**src/design/alr_pkg.sv**
```systemverilog
// shared constants for the antialiased line raster engine
`timescale 1ns / 1ps
package alr_pkg;
   localparam int COORD_FRAC_BITS_DEF = 6;
   localparam int SLOPE_FRAC_BITS_DEF = 16;
   localparam int COORD_BITS_DEF      = 13;
   localparam int BYTES_PER_PIXEL_DEF = 2;

   localparam int IN_W       = 18;
   localparam int ADDR_W     = 26;
   localparam int INTEN_W    = 8;
   localparam int COLOUR_W   = 16;
   localparam int CSR_IDX_W  = 3;
   localparam int CSR_DATA_W = 15;
   localparam int DIM_W      = 13;
   localparam int OFF_W      = 12;
   localparam int ROWB_W     = 15;

   localparam logic [CSR_IDX_W-1:0] REG_SCREEN_WIDTH  = 3'd0;
   localparam logic [CSR_IDX_W-1:0] REG_SCREEN_HEIGHT = 3'd1;
   localparam logic [CSR_IDX_W-1:0] REG_X_OFFSET      = 3'd2;
   localparam logic [CSR_IDX_W-1:0] REG_Y_OFFSET      = 3'd3;
   localparam logic [CSR_IDX_W-1:0] REG_ROW_BYTES     = 3'd4;

   localparam logic [DIM_W-1:0]  SCREEN_WIDTH_RST  = 13'd800;
   localparam logic [DIM_W-1:0]  SCREEN_HEIGHT_RST = 13'd480;
   localparam logic [ROWB_W-1:0] ROW_BYTES_RST     = 15'd1600;

   localparam logic FUNC_START   = 1'b0;
   localparam logic FUNC_ADVANCE = 1'b1;
endpackage

```
**src/design/alr_div.sv**
```systemverilog
// bit-serial restoring divider for the line gradient
`timescale 1ns / 1ps
module alr_div #(
   parameter int NUM_W  = alr_pkg::IN_W + 1,
   parameter int Q_FRAC = alr_pkg::SLOPE_FRAC_BITS_DEF
) (
   input  logic              clock,
   input  logic              reset,
   input  logic              start,
   input  logic [NUM_W-1:0]  num,
   input  logic [NUM_W-1:0]  den,
   output logic              done,
   output logic [Q_FRAC:0]   quotient
);
   localparam int CNT_W = $clog2(Q_FRAC + 1);

   logic              run_ff, run_in;
   logic              done_ff, done_in;
   logic [CNT_W-1:0]  cnt_ff, cnt_in;
   logic [NUM_W-1:0]  rem_ff, rem_in;
   logic [Q_FRAC:0]   quo_ff, quo_in;
   logic [NUM_W:0]    rem2;
   logic              qbit;

   always_comb begin
      run_in  = run_ff;
      done_in = 1'b0;
      cnt_in  = cnt_ff;
      rem_in  = rem_ff;
      quo_in  = quo_ff;
      rem2    = {rem_ff, 1'b0};
      qbit    = rem2 >= {1'b0, den};
      if (start) begin
         // numerator never exceeds the divisor, so the integer part is one bit
         run_in = 1'b1;
         cnt_in = CNT_W'(Q_FRAC);
         if (num >= den) begin
            rem_in = num - den;
            quo_in = (Q_FRAC+1)'(1);
         end else begin
            rem_in = num;
            quo_in = '0;
         end
      end else if (run_ff) begin
         rem_in = qbit ? NUM_W'(rem2 - {1'b0, den}) : NUM_W'(rem2);
         quo_in = {quo_ff[Q_FRAC-1:0], qbit};
         cnt_in = cnt_ff - CNT_W'(1);
         if (cnt_ff == CNT_W'(1)) begin
            run_in  = 1'b0;
            done_in = 1'b1;
         end
      end
   end

   always_ff @(posedge clock) begin
      if (reset) begin
         run_ff  <= 1'b0;
         done_ff <= 1'b0;
         cnt_ff  <= '0;
      end else begin
         run_ff  <= run_in;
         done_ff <= done_in;
         cnt_ff  <= cnt_in;
      end
   end

   always_ff @(posedge clock) begin
      rem_ff <= rem_in;
      quo_ff <= quo_in;
   end

   assign done     = done_ff;
   assign quotient = quo_ff;

`ifndef NO_ASSERTIONS
   a_done_after_run: assert property (@(posedge clock) disable iff (reset)
      done_ff |-> $past(run_ff))
      else $error("divider done without a running division");
   a_no_run_on_done: assert property (@(posedge clock) disable iff (reset)
      done_ff |-> !run_ff)
      else $error("divider still running after done");
   a_start_runs: assert property (@(posedge clock) disable iff (reset)
      start |=> run_ff)
      else $error("divider did not start");
`endif
endmodule

```
**src/design/antialiased_line_raster_top.sv**
```systemverilog
// antialiased (wu) line raster engine, top level
// a start beat holds the request side through swap, sort and the divider, then five shared
// multiplier steps per endpoint, each endpoint emitting its column as two result beats;
// an advance beat emits the next column as two result beats. result stalls hold the wait
// state and extend either beat. synchronous active-high reset clears the sequencer and line
// state and returns the screen registers to their defaults.
`timescale 1ns / 1ps
module antialiased_line_raster_top #(
   parameter int COORD_FRAC_BITS = alr_pkg::COORD_FRAC_BITS_DEF,
   parameter int SLOPE_FRAC_BITS = alr_pkg::SLOPE_FRAC_BITS_DEF,
   parameter int COORD_BITS      = alr_pkg::COORD_BITS_DEF,
   parameter int BYTES_PER_PIXEL = alr_pkg::BYTES_PER_PIXEL_DEF
) (
   input  logic                                   clock,
   input  logic                                   reset,
   input  logic                                   req_valid,
   output logic                                   req_stall,
   input  logic                                   req_func,
   input  logic signed [alr_pkg::IN_W-1:0]        req_start_x,
   input  logic signed [alr_pkg::IN_W-1:0]        req_start_y,
   input  logic signed [alr_pkg::IN_W-1:0]        req_end_x,
   input  logic signed [alr_pkg::IN_W-1:0]        req_end_y,
   output logic                                   rsp_valid,
   input  logic                                   rsp_stall,
   output logic signed [COORD_BITS-1:0]           rsp_pixel_x,
   output logic signed [COORD_BITS-1:0]           rsp_pixel_y,
   output logic [alr_pkg::ADDR_W-1:0]             rsp_pixel_address,
   output logic [alr_pkg::INTEN_W-1:0]            rsp_intensity,
   output logic [alr_pkg::COLOUR_W-1:0]           rsp_pixel_colour,
   output logic                                   rsp_pixel_valid,
   output logic                                   rsp_line_done,
   input  logic                                   csr_valid,
   output logic                                   csr_ready,
   input  logic [alr_pkg::CSR_IDX_W-1:0]          csr_index,
   input  logic [alr_pkg::CSR_DATA_W-1:0]         csr_data
);
   localparam int CF   = COORD_FRAC_BITS;
   localparam int SF   = SLOPE_FRAC_BITS;
   localparam int CB   = COORD_BITS;
   localparam int IW0  = alr_pkg::IN_W;
   localparam int DW   = IW0 + 1;
   localparam int SW   = SF + 2;
   localparam int MBW  = CF + 2;
   localparam int MW   = SW + MBW;
   localparam int CW   = 20 - CF;
   localparam int IW   = CW + SF;
   localparam int UP   = (SF >= CF) ? SF - CF : 0;
   localparam int DN   = (SF >= CF) ? 0 : CF - SF;
   localparam int VW   = (CB > alr_pkg::DIM_W) ? CB : alr_pkg::DIM_W;
   localparam int AW   = alr_pkg::ADDR_W;
   localparam int PW   = SF + CF + 1;

   localparam logic [3:0] ST_IDLE = 4'd0;
   localparam logic [3:0] ST_SWAP = 4'd1;
   localparam logic [3:0] ST_SORT = 4'd2;
   localparam logic [3:0] ST_DVS  = 4'd3;
   localparam logic [3:0] ST_DIV  = 4'd4;
   localparam logic [3:0] ST_EPA  = 4'd5;
   localparam logic [3:0] ST_EPB  = 4'd6;
   localparam logic [3:0] ST_EPC  = 4'd7;
   localparam logic [3:0] ST_EPD  = 4'd8;
   localparam logic [3:0] ST_EPE  = 4'd9;
   localparam logic [3:0] ST_ADV  = 4'd10;
   localparam logic [3:0] ST_LOAD = 4'd11;
   localparam logic [3:0] ST_WAIT = 4'd12;

   logic [3:0]                 state_ff, state_in;
   logic signed [IW0-1:0]      ax_ff, ax_in, ay_ff, ay_in, bx_ff, bx_in, by_ff, by_in;
   logic                       steep_ff, steep_in, active_ff, active_in;
   logic [DW-1:0]              dx_ff, dx_in, ady_ff, ady_in;
   logic                       dneg_ff, dneg_in;
   logic signed [SW-1:0]       slope_ff, slope_in;
   logic signed [MW-1:0]       mul_ff, mul_in;
   logic signed [IW-1:0]       yend_ff, yend_in, icpt_ff, icpt_in;
   logic signed [CW-1:0]       cur_ff, cur_in, fin_ff, fin_in;
   logic [7:0]                 i0_ff, i0_in, i1_ff, i1_in;
   logic [CB-1:0]              minor_ff, minor_in, major_ff, major_in;
   logic                       ep_ff, ep_in, mode_ff, mode_in, pix_ff, pix_in;
   logic                       last_ff, last_in;
   logic                       rv_ff, rv_in;
   logic [CB-1:0]              px_ff, px_in, py_ff, py_in;
   logic [AW-1:0]              addr_ff, addr_in;
   logic [7:0]                 inten_ff, inten_in;
   logic [alr_pkg::COLOUR_W-1:0] colour_ff, colour_in;
   logic                       pvalid_ff, pvalid_in, ldone_ff, ldone_in;
   logic [alr_pkg::DIM_W-1:0]  sw_ff, sh_ff;
   logic [alr_pkg::OFF_W-1:0]  xo_ff, yo_ff;
   logic [alr_pkg::ROWB_W-1:0] rb_ff;

   // working signals
   logic signed [DW-1:0]       sdx, sdy, e_dx, e_dy;
   logic [DW-1:0]              adx_r, ady_r;
   logic                       gt;
   logic                       div_start, div_done;
   logic [SF:0]                div_q;
   logic signed [IW0-1:0]      ex, ey;
   logic signed [IW0:0]        xh;
   logic signed [CW-1:0]       xe;
   logic [CF-1:0]              fp;
   logic signed [MBW-1:0]      gap, off;
   logic signed [SW-1:0]       mul_a;
   logic signed [MBW-1:0]      mul_b;
   logic signed [IW-1:0]       ys_ext, ys_fmt;
   logic [SF-1:0]              fy;
   logic [SF:0]                rf;
   logic [PW-1:0]              prod;
   logic [PW+8:0]              sprod;
   logic [SF+8:0]              s0;
   logic [SF+8:0]              s1;
   logic [CB-1:0]              mn, pxs, pys;
   logic                       on_screen;
   logic [VW:0]                xa, ya;
   logic [AW-1:0]              xprod;
   logic [VW+alr_pkg::ROWB_W:0] yprod;

   alr_div #(.NUM_W(DW), .Q_FRAC(SF)) u_div (
      .clock   (clock),
      .reset   (reset),
      .start   (div_start),
      .num     (ady_ff),
      .den     (dx_ff),
      .done    (div_done),
      .quotient(div_q)
   );

   always_comb begin
      state_in = state_ff;
      ax_in = ax_ff; ay_in = ay_ff; bx_in = bx_ff; by_in = by_ff;
      steep_in = steep_ff; active_in = active_ff;
      dx_in = dx_ff; ady_in = ady_ff; dneg_in = dneg_ff;
      slope_in = slope_ff; yend_in = yend_ff; icpt_in = icpt_ff;
      cur_in = cur_ff; fin_in = fin_ff;
      i0_in = i0_ff; i1_in = i1_ff; minor_in = minor_ff; major_in = major_ff;
      ep_in = ep_ff; mode_in = mode_ff; pix_in = pix_ff; last_in = last_ff;
      rv_in = rv_ff; px_in = px_ff; py_in = py_ff; addr_in = addr_ff;
      inten_in = inten_ff; colour_in = colour_ff; pvalid_in = pvalid_ff; ldone_in = ldone_ff;
      div_start = 1'b0;

      // steepness from the raw endpoints
      sdx   = DW'(req_end_x) - DW'(req_start_x);
      sdy   = DW'(req_end_y) - DW'(req_start_y);
      adx_r = sdx[DW-1] ? DW'(-sdx) : DW'(sdx);
      ady_r = sdy[DW-1] ? DW'(-sdy) : DW'(sdy);

      // ordering on the swapped endpoints
      gt   = ax_ff > bx_ff;
      e_dx = DW'(bx_ff) - DW'(ax_ff);
      e_dy = DW'(by_ff) - DW'(ay_ff);

      // endpoint column geometry
      ex  = ep_ff ? bx_ff : ax_ff;
      ey  = ep_ff ? by_ff : ay_ff;
      xh  = (IW0+1)'(ex) + (IW0+1)'(signed'(1 << (CF - 1)));
      xe  = CW'(xh >>> CF);
      fp  = xh[CF-1:0];
      gap = ep_ff ? signed'(MBW'(fp)) : signed'(MBW'(1 << CF)) - signed'(MBW'(fp));
      off = signed'(MBW'(1 << (CF - 1))) - signed'(MBW'(fp));
      ys_ext = IW'(ey);
      ys_fmt = (SF >= CF) ? (ys_ext <<< UP) : (ys_ext >>> DN);

      fy    = (state_ff == ST_ADV) ? icpt_ff[SF-1:0] : yend_ff[SF-1:0];
      rf    = (SF+1)'(1 << SF) - (SF+1)'(fy);
      prod  = mul_ff[PW-1:0];
      sprod = {prod, 8'b0} - (PW+9)'(prod);
      s0    = {rf, 8'b0} - (SF+9)'(rf);
      s1    = (SF+9)'({fy, 8'b0}) - (SF+9)'(fy);

      mul_a = slope_ff;
      mul_b = off;
      unique case (state_ff)
         ST_EPC:  begin mul_a = signed'({1'b0, rf});   mul_b = gap; end
         ST_EPD:  begin mul_a = signed'({2'b0, fy});   mul_b = gap; end
         default: begin mul_a = slope_ff;              mul_b = off; end
      endcase
      mul_in = MW'(mul_a) * MW'(mul_b);

      // pixel formatting for the output register
      mn  = minor_ff + CB'(pix_ff);
      pxs = steep_ff ? mn : major_ff;
      pys = steep_ff ? major_ff : mn;
      on_screen = !pxs[CB-1] && !pys[CB-1] && (VW'(pxs) < VW'(sw_ff)) &&
                  (VW'(pys) < VW'(sh_ff));
      xa    = (VW+1)'(pxs) + (VW+1)'(xo_ff);
      ya    = (VW+1)'(pys) + (VW+1)'(yo_ff);
      xprod = AW'(xa) * AW'(BYTES_PER_PIXEL);
      yprod = (VW+alr_pkg::ROWB_W+1)'(ya) * (VW+alr_pkg::ROWB_W+1)'(rb_ff);

      unique case (state_ff)
         ST_IDLE: begin
            if (req_valid) begin
               mode_in = req_func;
               ep_in   = 1'b0;
               if (req_func == alr_pkg::FUNC_START) begin
                  ax_in = req_start_x; ay_in = req_start_y;
                  bx_in = req_end_x;   by_in = req_end_y;
                  steep_in = ady_r > adx_r;
                  state_in = ST_SWAP;
               end else if (active_ff) begin
                  state_in = ST_ADV;
               end
            end
         end
         ST_SWAP: begin
            if (steep_ff) begin
               ax_in = ay_ff; ay_in = ax_ff; bx_in = by_ff; by_in = bx_ff;
            end
            state_in = ST_SORT;
         end
         ST_SORT: begin
            if (gt) begin
               ax_in = bx_ff; ay_in = by_ff; bx_in = ax_ff; by_in = ay_ff;
            end
            dx_in   = e_dx[DW-1] ? DW'(-e_dx) : DW'(e_dx);
            ady_in  = e_dy[DW-1] ? DW'(-e_dy) : DW'(e_dy);
            dneg_in = gt ^ e_dy[DW-1];
            state_in = ST_DVS;
         end
         ST_DVS: begin
            div_start = 1'b1;
            state_in  = ST_DIV;
         end
         ST_DIV: begin
            if (div_done) begin
               if (dx_ff == '0) begin
                  slope_in = SW'(1 << SF);
               end else begin
                  slope_in = dneg_ff ? -signed'({1'b0, div_q}) : signed'({1'b0, div_q});
               end
               state_in = ST_EPA;
            end
         end
         ST_EPA: begin
            if (ep_ff) begin
               fin_in = xe - CW'(1);
            end else begin
               cur_in = xe + CW'(1);
            end
            state_in = ST_EPB;
         end
         ST_EPB: begin
            yend_in  = ys_fmt + IW'(mul_ff >>> CF);
            state_in = ST_EPC;
         end
         ST_EPC: begin
            state_in = ST_EPD;
         end
         ST_EPD: begin
            i0_in    = sprod[PW+6:PW-1];
            state_in = ST_EPE;
         end
         ST_EPE: begin
            i1_in    = sprod[PW+6:PW-1];
            minor_in = CB'(yend_ff >>> SF);
            major_in = CB'(IW'(xe));
            if (ep_ff) begin
               active_in = cur_ff <= fin_ff;
               last_in   = !(cur_ff <= fin_ff);
            end else begin
               icpt_in = yend_ff + IW'(slope_ff);
               last_in = 1'b0;
            end
            pix_in   = 1'b0;
            state_in = ST_LOAD;
         end
         ST_ADV: begin
            i0_in    = s0[SF+7:SF];
            i1_in    = s1[SF+7:SF];
            minor_in = CB'(icpt_ff >>> SF);
            major_in = CB'(IW'(cur_ff));
            last_in  = cur_ff >= fin_ff;
            active_in = !(cur_ff >= fin_ff);
            icpt_in  = icpt_ff + IW'(slope_ff);
            cur_in   = cur_ff + CW'(1);
            pix_in   = 1'b0;
            state_in = ST_LOAD;
         end
         ST_LOAD: begin
            rv_in     = 1'b1;
            px_in     = pxs;
            py_in     = pys;
            inten_in  = pix_ff ? i1_ff : i0_ff;
            colour_in = pix_ff ? {i1_ff[7:3], i1_ff[7:2], i1_ff[7:3]}
                               : {i0_ff[7:3], i0_ff[7:2], i0_ff[7:3]};
            pvalid_in = on_screen;
            addr_in   = on_screen ? xprod + AW'(yprod) : '0;
            ldone_in  = pix_ff & last_ff;
            state_in  = ST_WAIT;
         end
         ST_WAIT: begin
            if (!rsp_stall) begin
               rv_in = 1'b0;
               if (!pix_ff) begin
                  pix_in   = 1'b1;
                  state_in = ST_LOAD;
               end else if (mode_ff == alr_pkg::FUNC_START && !ep_ff) begin
                  ep_in    = 1'b1;
                  state_in = ST_EPA;
               end else begin
                  state_in = ST_IDLE;
               end
            end
         end
         default: begin
            state_in = ST_IDLE;
         end
      endcase
   end

   always_ff @(posedge clock) begin
      if (reset) begin
         state_ff  <= ST_IDLE;
         steep_ff  <= 1'b0;
         active_ff <= 1'b0;
         slope_ff  <= '0;
         icpt_ff   <= '0;
         cur_ff    <= '0;
         fin_ff    <= '0;
         rv_ff     <= 1'b0;
         sw_ff     <= alr_pkg::SCREEN_WIDTH_RST;
         sh_ff     <= alr_pkg::SCREEN_HEIGHT_RST;
         xo_ff     <= '0;
         yo_ff     <= '0;
         rb_ff     <= alr_pkg::ROW_BYTES_RST;
      end else begin
         state_ff  <= state_in;
         steep_ff  <= steep_in;
         active_ff <= active_in;
         slope_ff  <= slope_in;
         icpt_ff   <= icpt_in;
         cur_ff    <= cur_in;
         fin_ff    <= fin_in;
         rv_ff     <= rv_in;
         if (csr_valid) begin
            unique case (csr_index)
               alr_pkg::REG_SCREEN_WIDTH:  sw_ff <= alr_pkg::DIM_W'(csr_data);
               alr_pkg::REG_SCREEN_HEIGHT: sh_ff <= alr_pkg::DIM_W'(csr_data);
               alr_pkg::REG_X_OFFSET:      xo_ff <= alr_pkg::OFF_W'(csr_data);
               alr_pkg::REG_Y_OFFSET:      yo_ff <= alr_pkg::OFF_W'(csr_data);
               alr_pkg::REG_ROW_BYTES:     rb_ff <= alr_pkg::ROWB_W'(csr_data);
               default: begin
               end
            endcase
         end
      end
   end

   always_ff @(posedge clock) begin
      ax_ff <= ax_in; ay_ff <= ay_in; bx_ff <= bx_in; by_ff <= by_in;
      dx_ff <= dx_in; ady_ff <= ady_in; dneg_ff <= dneg_in;
      mul_ff <= mul_in; yend_ff <= yend_in;
      i0_ff <= i0_in; i1_ff <= i1_in; minor_ff <= minor_in; major_ff <= major_in;
      ep_ff <= ep_in; mode_ff <= mode_in; pix_ff <= pix_in; last_ff <= last_in;
      px_ff <= px_in; py_ff <= py_in; addr_ff <= addr_in;
      inten_ff <= inten_in; colour_ff <= colour_in;
      pvalid_ff <= pvalid_in; ldone_ff <= ldone_in;
   end

   assign req_stall         = state_ff != ST_IDLE;
   assign csr_ready         = 1'b1;
   assign rsp_valid         = rv_ff;
   assign rsp_pixel_x       = signed'(px_ff);
   assign rsp_pixel_y       = signed'(py_ff);
   assign rsp_pixel_address = addr_ff;
   assign rsp_intensity     = inten_ff;
   assign rsp_pixel_colour  = colour_ff;
   assign rsp_pixel_valid   = pvalid_ff;
   assign rsp_line_done     = ldone_ff;

`ifndef NO_ASSERTIONS
   a_valid_in_wait: assert property (@(posedge clock) disable iff (reset)
      rv_ff |-> state_ff == ST_WAIT)
      else $error("result beat shown outside the wait state");
   a_idle_no_result: assert property (@(posedge clock) disable iff (reset)
      !req_stall |-> !rv_ff)
      else $error("request side open while a result beat is pending");
   a_done_on_second: assert property (@(posedge clock) disable iff (reset)
      (rv_ff && ldone_ff) |-> pix_ff)
      else $error("line done flagged on the first pixel of a column");
   a_done_clears_active: assert property (@(posedge clock) disable iff (reset)
      (rv_ff && ldone_ff) |-> !active_ff)
      else $error("line still active after its last beat");
`endif
endmodule

```
**config.mk**
```make
export PLATFORM = sky130hd
export DESIGN_NAME = antialiased_line_raster_top
export DESIGN_NICKNAME = d
export VERILOG_FILES = /design/src/design/alr_pkg.sv /design/src/design/alr_div.sv /design/src/design/antialiased_line_raster_top.sv
export SDC_FILE = /design/constraint.sdc
export NUM_CORES = 2
export LEC_CHECK = 0
export ABC_AREA = 1
export ABC_CLOCK_PERIOD_IN_PS = 11050
export BUFFER_PORTS_ARGS = -buffer_cell sky130_fd_sc_hd__buf_2
export CELL_PAD_IN_SITES_DETAIL_PLACEMENT = 0
export CELL_PAD_IN_SITES_GLOBAL_PLACEMENT = 1
export CORE_MARGIN = 1
export CORE_UTILIZATION = 48
export DETAILED_ROUTE_END_ITERATION = 7
export PLACE_DENSITY_LB_ADDON = 0.1
export SYNTH_ARGS = -nofsm -noshare
export SYNTH_HDL_FRONTEND = slang
export SYNTH_SLANG_ARGS = --single-unit
```
**constraint.sdc**
```tcl
create_clock -name clock -period 11.05 [get_ports clock]
set_input_delay 0 -clock clock [delete_from_list [all_inputs] [get_ports clock]]
set_output_delay 0 -clock clock [all_outputs]
set_load 0.1 [all_outputs]
```
; ---- Word-level counts from Yosys, hierarchy flattened
; Cells that the tools add are included.
[totals]
out_inout_bits = 81
inputBits = 96
ff_bits = 482
[classes]
bitwise = 5
order_cmp = 8
n_reduce_logical = 42
eq_ne = 29
n_addsub = 29
muxes = 79
n_mul = 2
[ops]
columns = cell, count
row1 = 18-bit two-way mux, 22
row2 = 18-bit one-hot mux with 3 select lines, 4
row3 = 19-bit two-way mux, 6
row4 = 19-bit negation, 4
row5 = 18-bit by 18-bit subtractor with 19-bit output, 4
row6 = 30-bit by 18-bit adder with 30-bit output, 2
row7 = 30-bit one-hot mux with 2 select lines, 1
row8 = 13-bit one-hot mux with 2 select lines, 2
row9 = 4-bit one-hot mux with 12 select lines, 1
row10 = 19-bit subtractor, 2
row11 = 18-bit one-hot mux with 2 select lines, 1
row12 = 17-bit two-way mux, 2
row13 = 16-bit two-way mux, 2
row14 = 8-bit one-hot mux with 2 select lines, 2
row15 = 30-bit two-way mux, 1
row16 = 30-bit by 23-bit subtractor with 30-bit output, 1
row17 = 28-bit by 20-bit adder with 29-bit output, 1
row18 = 13-bit by 12-bit adder with 14-bit output, 2
row19 = 14-bit one-hot mux with 2 select lines, 1
row20 = 15-bit by 26-bit adder with 26-bit output, 1
row21 = 13-bit less-than comparator, 2
row22 = 14-bit by 15-bit multiplier with 26-bit output, 1
row23 = 18-bit by 8-bit multiplier with 26-bit output, 1
row24 = 13-bit two-way mux, 2
row25 = other kinds (53), 126

; ---- Longest topological paths before layout
[depth]
depth_word = 6
ltp_mapped = 44
ltp_nobuf = 44

; ---- Cells and area by module
; A second synthesis with hierarchy kept.
[unflattened]
hier_cells = 6292
hier_area_um2 = 46920.0
[modules_own_cells]
columns = mod, n_inst, cells_each, seq_area_each_um2, area_per_inst_um2
row1 = antialiased_line_raster_top, 1, 5512, 10910.5, 42032.8
row2 = alr_div, 1, 780, 1221.2, 4887.2

; ---- Worst setup path after synthesis
; OpenSTA, ideal clock, no wires.
[synth_timing]
path_kind = flip-flop to flip-flop
start = register pix_ff
end = register addr_ff[23], in the netlist rsp_pixel_address[23], data pin
t_arrival_ns = 7.573
setup_slack_ns = 3.223
synth_period_minus_slack_ns = 7.827
stages_incl_launch_ff = 35
n_path_buf = 0
t_required_ns = 10.796
setup_time_ns = 0.254
cell_sequence = edfxtp_1 ha_1 ha_1 nand2_1 nor2_1 nand3_1 xor2_1 o21ai_0 ha_1 a21oi_1 o21ai_0 nand2_1 nand3_1 xor2_1 clkinv_1 nor2_1 fa_1 fa_1 fa_1 fa_1 fa_1 inv_1 fa_1 inv_1 ha_1 nand2_1 nor4_1 nand2_1 nand2_1 nand3_1 o21bai_1 nand3_1 nand2_1 a21oi_1 o21a_1
[synth_via]
elab_cells_between_ends = 14
[synth_rtl]
columns = element, line
row1 = from (decl), antialiased_line_raster_top.sv:78  ; logic ep_ff, ep_in, mode_ff, mode_in, pix_ff, pix_in;
row2 = from (signal assigned), antialiased_line_raster_top.sv:352  ; ep_ff <= ep_in; mode_ff <= mode_in; pix_ff <= pix_in; last_ff <= last_in;
row3 = 13-bit by 1-bit adder with 13-bit output (*), antialiased_line_raster_top.sv:178  ; mn = minor_ff + CB'(pix_ff);
row4 = 13-bit two-way mux (*), antialiased_line_raster_top.sv:180  ; pys = steep_ff ? major_ff : mn;
row5 = net pys[6], antialiased_line_raster_top.sv:110  ; logic [CB-1:0] mn, pxs, pys;
row6 = 13-bit by 12-bit adder with 14-bit output, antialiased_line_raster_top.sv:184  ; ya = (VW+1)'(pys) + (VW+1)'(yo_ff);
row7 = 14-bit by 15-bit multiplier with 26-bit output, antialiased_line_raster_top.sv:186  ; yprod = (VW+alr_pkg::ROWB_W+1)'(ya) * (VW+alr_pkg::ROWB_W+1)'(rb_ff);
row8 = 15-bit by 26-bit adder with 26-bit output, antialiased_line_raster_top.sv:285  ; addr_in = on_screen ? xprod + AW'(yprod) : '0;
row9 = to (signal assigned), antialiased_line_raster_top.sv:353  ; px_ff <= px_in; py_ff <= py_in; addr_ff <= addr_in;
row10 = to (decl), antialiased_line_raster_top.sv:82  ; logic [AW-1:0] addr_ff, addr_in;
; Mark *: on every way through the listed nets, which the timed path passes. The rest lies on a longest branch.
; A chain may end at the register's enable or synchronous reset.

; ---- Worst setup path in the final report
; Same ends and word-level chain as after synthesis.

==> qor.csv <==
metric;value;unit
first_pass_iters;5;
synth-seq-cells;464;
seq_area_frac_synth;0.263;
cts_resized;0;
grt_max_degree;87;
coreArea;95000;um2
place_congestion;0.949;
synth-edff-count;284;
crit_arrival;9.73;ns
hold_path_class;primary input to register;
drc;0;
cp_slowest_cell;fa_1;
fmax;107;MHz
grt_pass1_wl;224000;um
final_cell_mix;1294 x nand2_1, 1037 x inv_1, 571 x nor2_1, 416 x a21oi_1, 409 x ha_1;
start_util;0.485;
worst-slew-pin-transition;1.03;ns
power_density;245;nW/um2
antenna_found_initial;1;
via_count;40900;
cpPeakStageDelay;0.55;ns
area_growth;11.0;%
synth_top_area_share;0.185;
root_buffer;clkbuf_16;
fin_nets;7053;
dp_hpwl;114000;um
p_int;6.30;mW
die_area;97200;um2
drt_iter0_drc;3218;
cp.required;11.44;ns
die_y;312;um
grt_pass1_vias;39700;
fin_crit;9.34;ns
drtAntennaViolNets;0;
maxCapViolCount;0;
rows;113;
avgSynthCellArea;7.61;um2
cts_hold_buf;101;
ys_warn_count;0;
cts.sinks;464;
switching_share;0.496;
synth.area.top_cells;edfxtp_1 19%, fa_1 13%, ha_1 11%;
synth_nets;6846;
crit_type;register to register;
critPathCaptureType;register;
utilization;0.538;
synth_cell_types;68;
overflow;0;
critPathLaunchType;register;
slew_viol_final;0;
synthArstFlopShare;0;
drive_gt1_frac;0.0666;
pwr-share-seq;0.203;
vias_per_cell;5.41;
die_w;312;um
hold_ws;0.129;ns
clk_pin_slew;0.06;ns
path_max_fanout;10;
status;completed;
numPortBuffers;175;
finalHoldViolCount;0;
h-tree-depth;2;
vdd_drop_max;0.278;mV
grt_usage;0.292;
post-route-period-util;0.845;
pwr-share-comb;0.638;
p_leak;24.5;nW
maxSlewHeadroom;0.312;
synth_ff_type;edfxtp_1;
yosys.area.top_type;edfxtp_1;
synthCells;6050;
cts_tree;built;
clock_latency;0.69;ns
drt-wirelength-per-cell;18.8;um
cts_post_setup_buffers_inserted;0;
wl;142000;um
clockPowerShare;0.159;
fin_worst_skew;0.0659;ns
switching_power;6.20;mW
cts_buffer_depth;3;
setup-violations-final;0;
finalSetupTns;0;ns
rsz0062_at_grt;no;
io_pins;177;
mostFrequentLayoutCell;nand2_1;
synthesis.area;46000;um2
cts_buffers;54;
power by group through the flow:
stage	clock network (mW)	logic, mW	registers (mW)
after floorplan	0	5.88	2.45
after global placement	0	7.86	2.56
after detailed placement	0	7.88	2.57
after CTS	2.03	7.98	2.53
after global routing	2.09	9.08	2.56
final	1.99	7.97	2.54
registers in the layout, summed over array words and instances (netlist names), 19 cells and up:
name and cells:
ady_ff 19, mul_ff 26, rsp_pixel_address 26, icpt_ff 29
yend_ff 29, u_div.rem_ff 19, dx_ff 19
synth_stat cells, types with 5 or more instances:
cell       count
nand2_1     1294
inv_1       1039
nor2_1       576
a21oi_1      416
ha_1         409
o21ai_0      344
fa_1         291
edfxtp_1     284
nand3_1      210
dfxtp_1      180
xor2_1       162
clkbuf_1     117
xnor2_1       86
o221ai_1      80
nand4_1       78
o211ai_1      53
nor3_1        42
or2_2         33
o21bai_1      30
a21o_1        28
a31oi_1       28
o21ai_1       28
nor4_1        24
buf_4         23
o21ai_2       16
inv_2         14
nand2_2       14
nand3b_1      14
buf_2         12
o21a_1        12
a22oi_1        9
a21boi_0       8
a211oi_1       7
o31ai_1        7
clkinv_1       6
nor2_4         6
o2111ai_1      6
a221oi_1       5
nor2_2         5
worst max-delay path: cells and delay by family (launching register included):
family,cells,cell delay [ns]
AO/OA/AOI/OAI,6,1.27
XOR/XNOR,2,0.62
adder cells (fa/ha/maj),10,4.25
buffers and inverters,3,0.56
flip-flops,1,0.35
AND/OR/NAND/NOR,13,1.99
per-layer routing:
| metal | vias to the layer above | share of wire | track usage |
|---|---|---|---|
| li1 | 20100 | - | - |
| met1 | 19300 | 0.47 | 0.416 |
| met2 | 1250 | 0.44 | 0.459 |
| met3 | 235 | 0.056 | 0.0348 |
| met4 | 0 | 0.033 | 0.0961 |
| met5 | - | 0 | 0 |
layout make-up:
class                   instances  area [um2]
diodes                          1        2.50
flip-flops and latches        464       12100
well taps                    1265        1580
clock buffers                  76        1610
clock inverters                26         383
inverters                    1060        3980
fillers                      9336       43900
multi-input cells            4367       29300
repair buffers                310        2140
through the flow:
| stage | area, um2 | power, mW | cells | setup WS [ns] |
|---|---|---|---|---|
| 2_1_floorplan | 46000 | 8.33 | 6050 | 3.22 |
| 3_3_place_gp | 48100 | 10.4 | 7365 | 2.04 |
| 3_5_place_dp | 48100 | 10.4 | 7365 | 1.93 |
| 4_1_cts | 51100 | 12.5 | 7568 | 1.82 |
| 5_1_grt | 51100 | 13.7 | 7569 | 1.10 |
| 6_report | 51100 | 12.5 | 7569 | 1.71 |
kinds of logic after synthesis:
| kind of cell | Yosys count | synth area share |
|---|---|---|
| other | 1 | 0.0000814 |
| adders and majority gates | 700 | 0.238 |
| muxes | 1 | 0.000217 |
| AOI/OAI and AO/OA | 1103 | 0.141 |
| and+or+nand+nor | 2311 | 0.207 |
| xor gates and xnor gates | 251 | 0.0485 |
| DFF | 464 | 0.263 |
| buffers and inverters | 1219 | 0.102 |
worst paths after layout:
check	depth (start not counted)	start	to	slack [ns]
max	34	pix_ff	rsp_pixel_address[23]	1.71
min	4	csr_index[0]	sw_ff[6]	0.13
max reg2reg	34	pix_ff	rsp_pixel_address[23]	1.71
min reg2reg	2	sw_ff[11]	sw_ff[11]	0.46
Power figures use the tool's default switching activity.
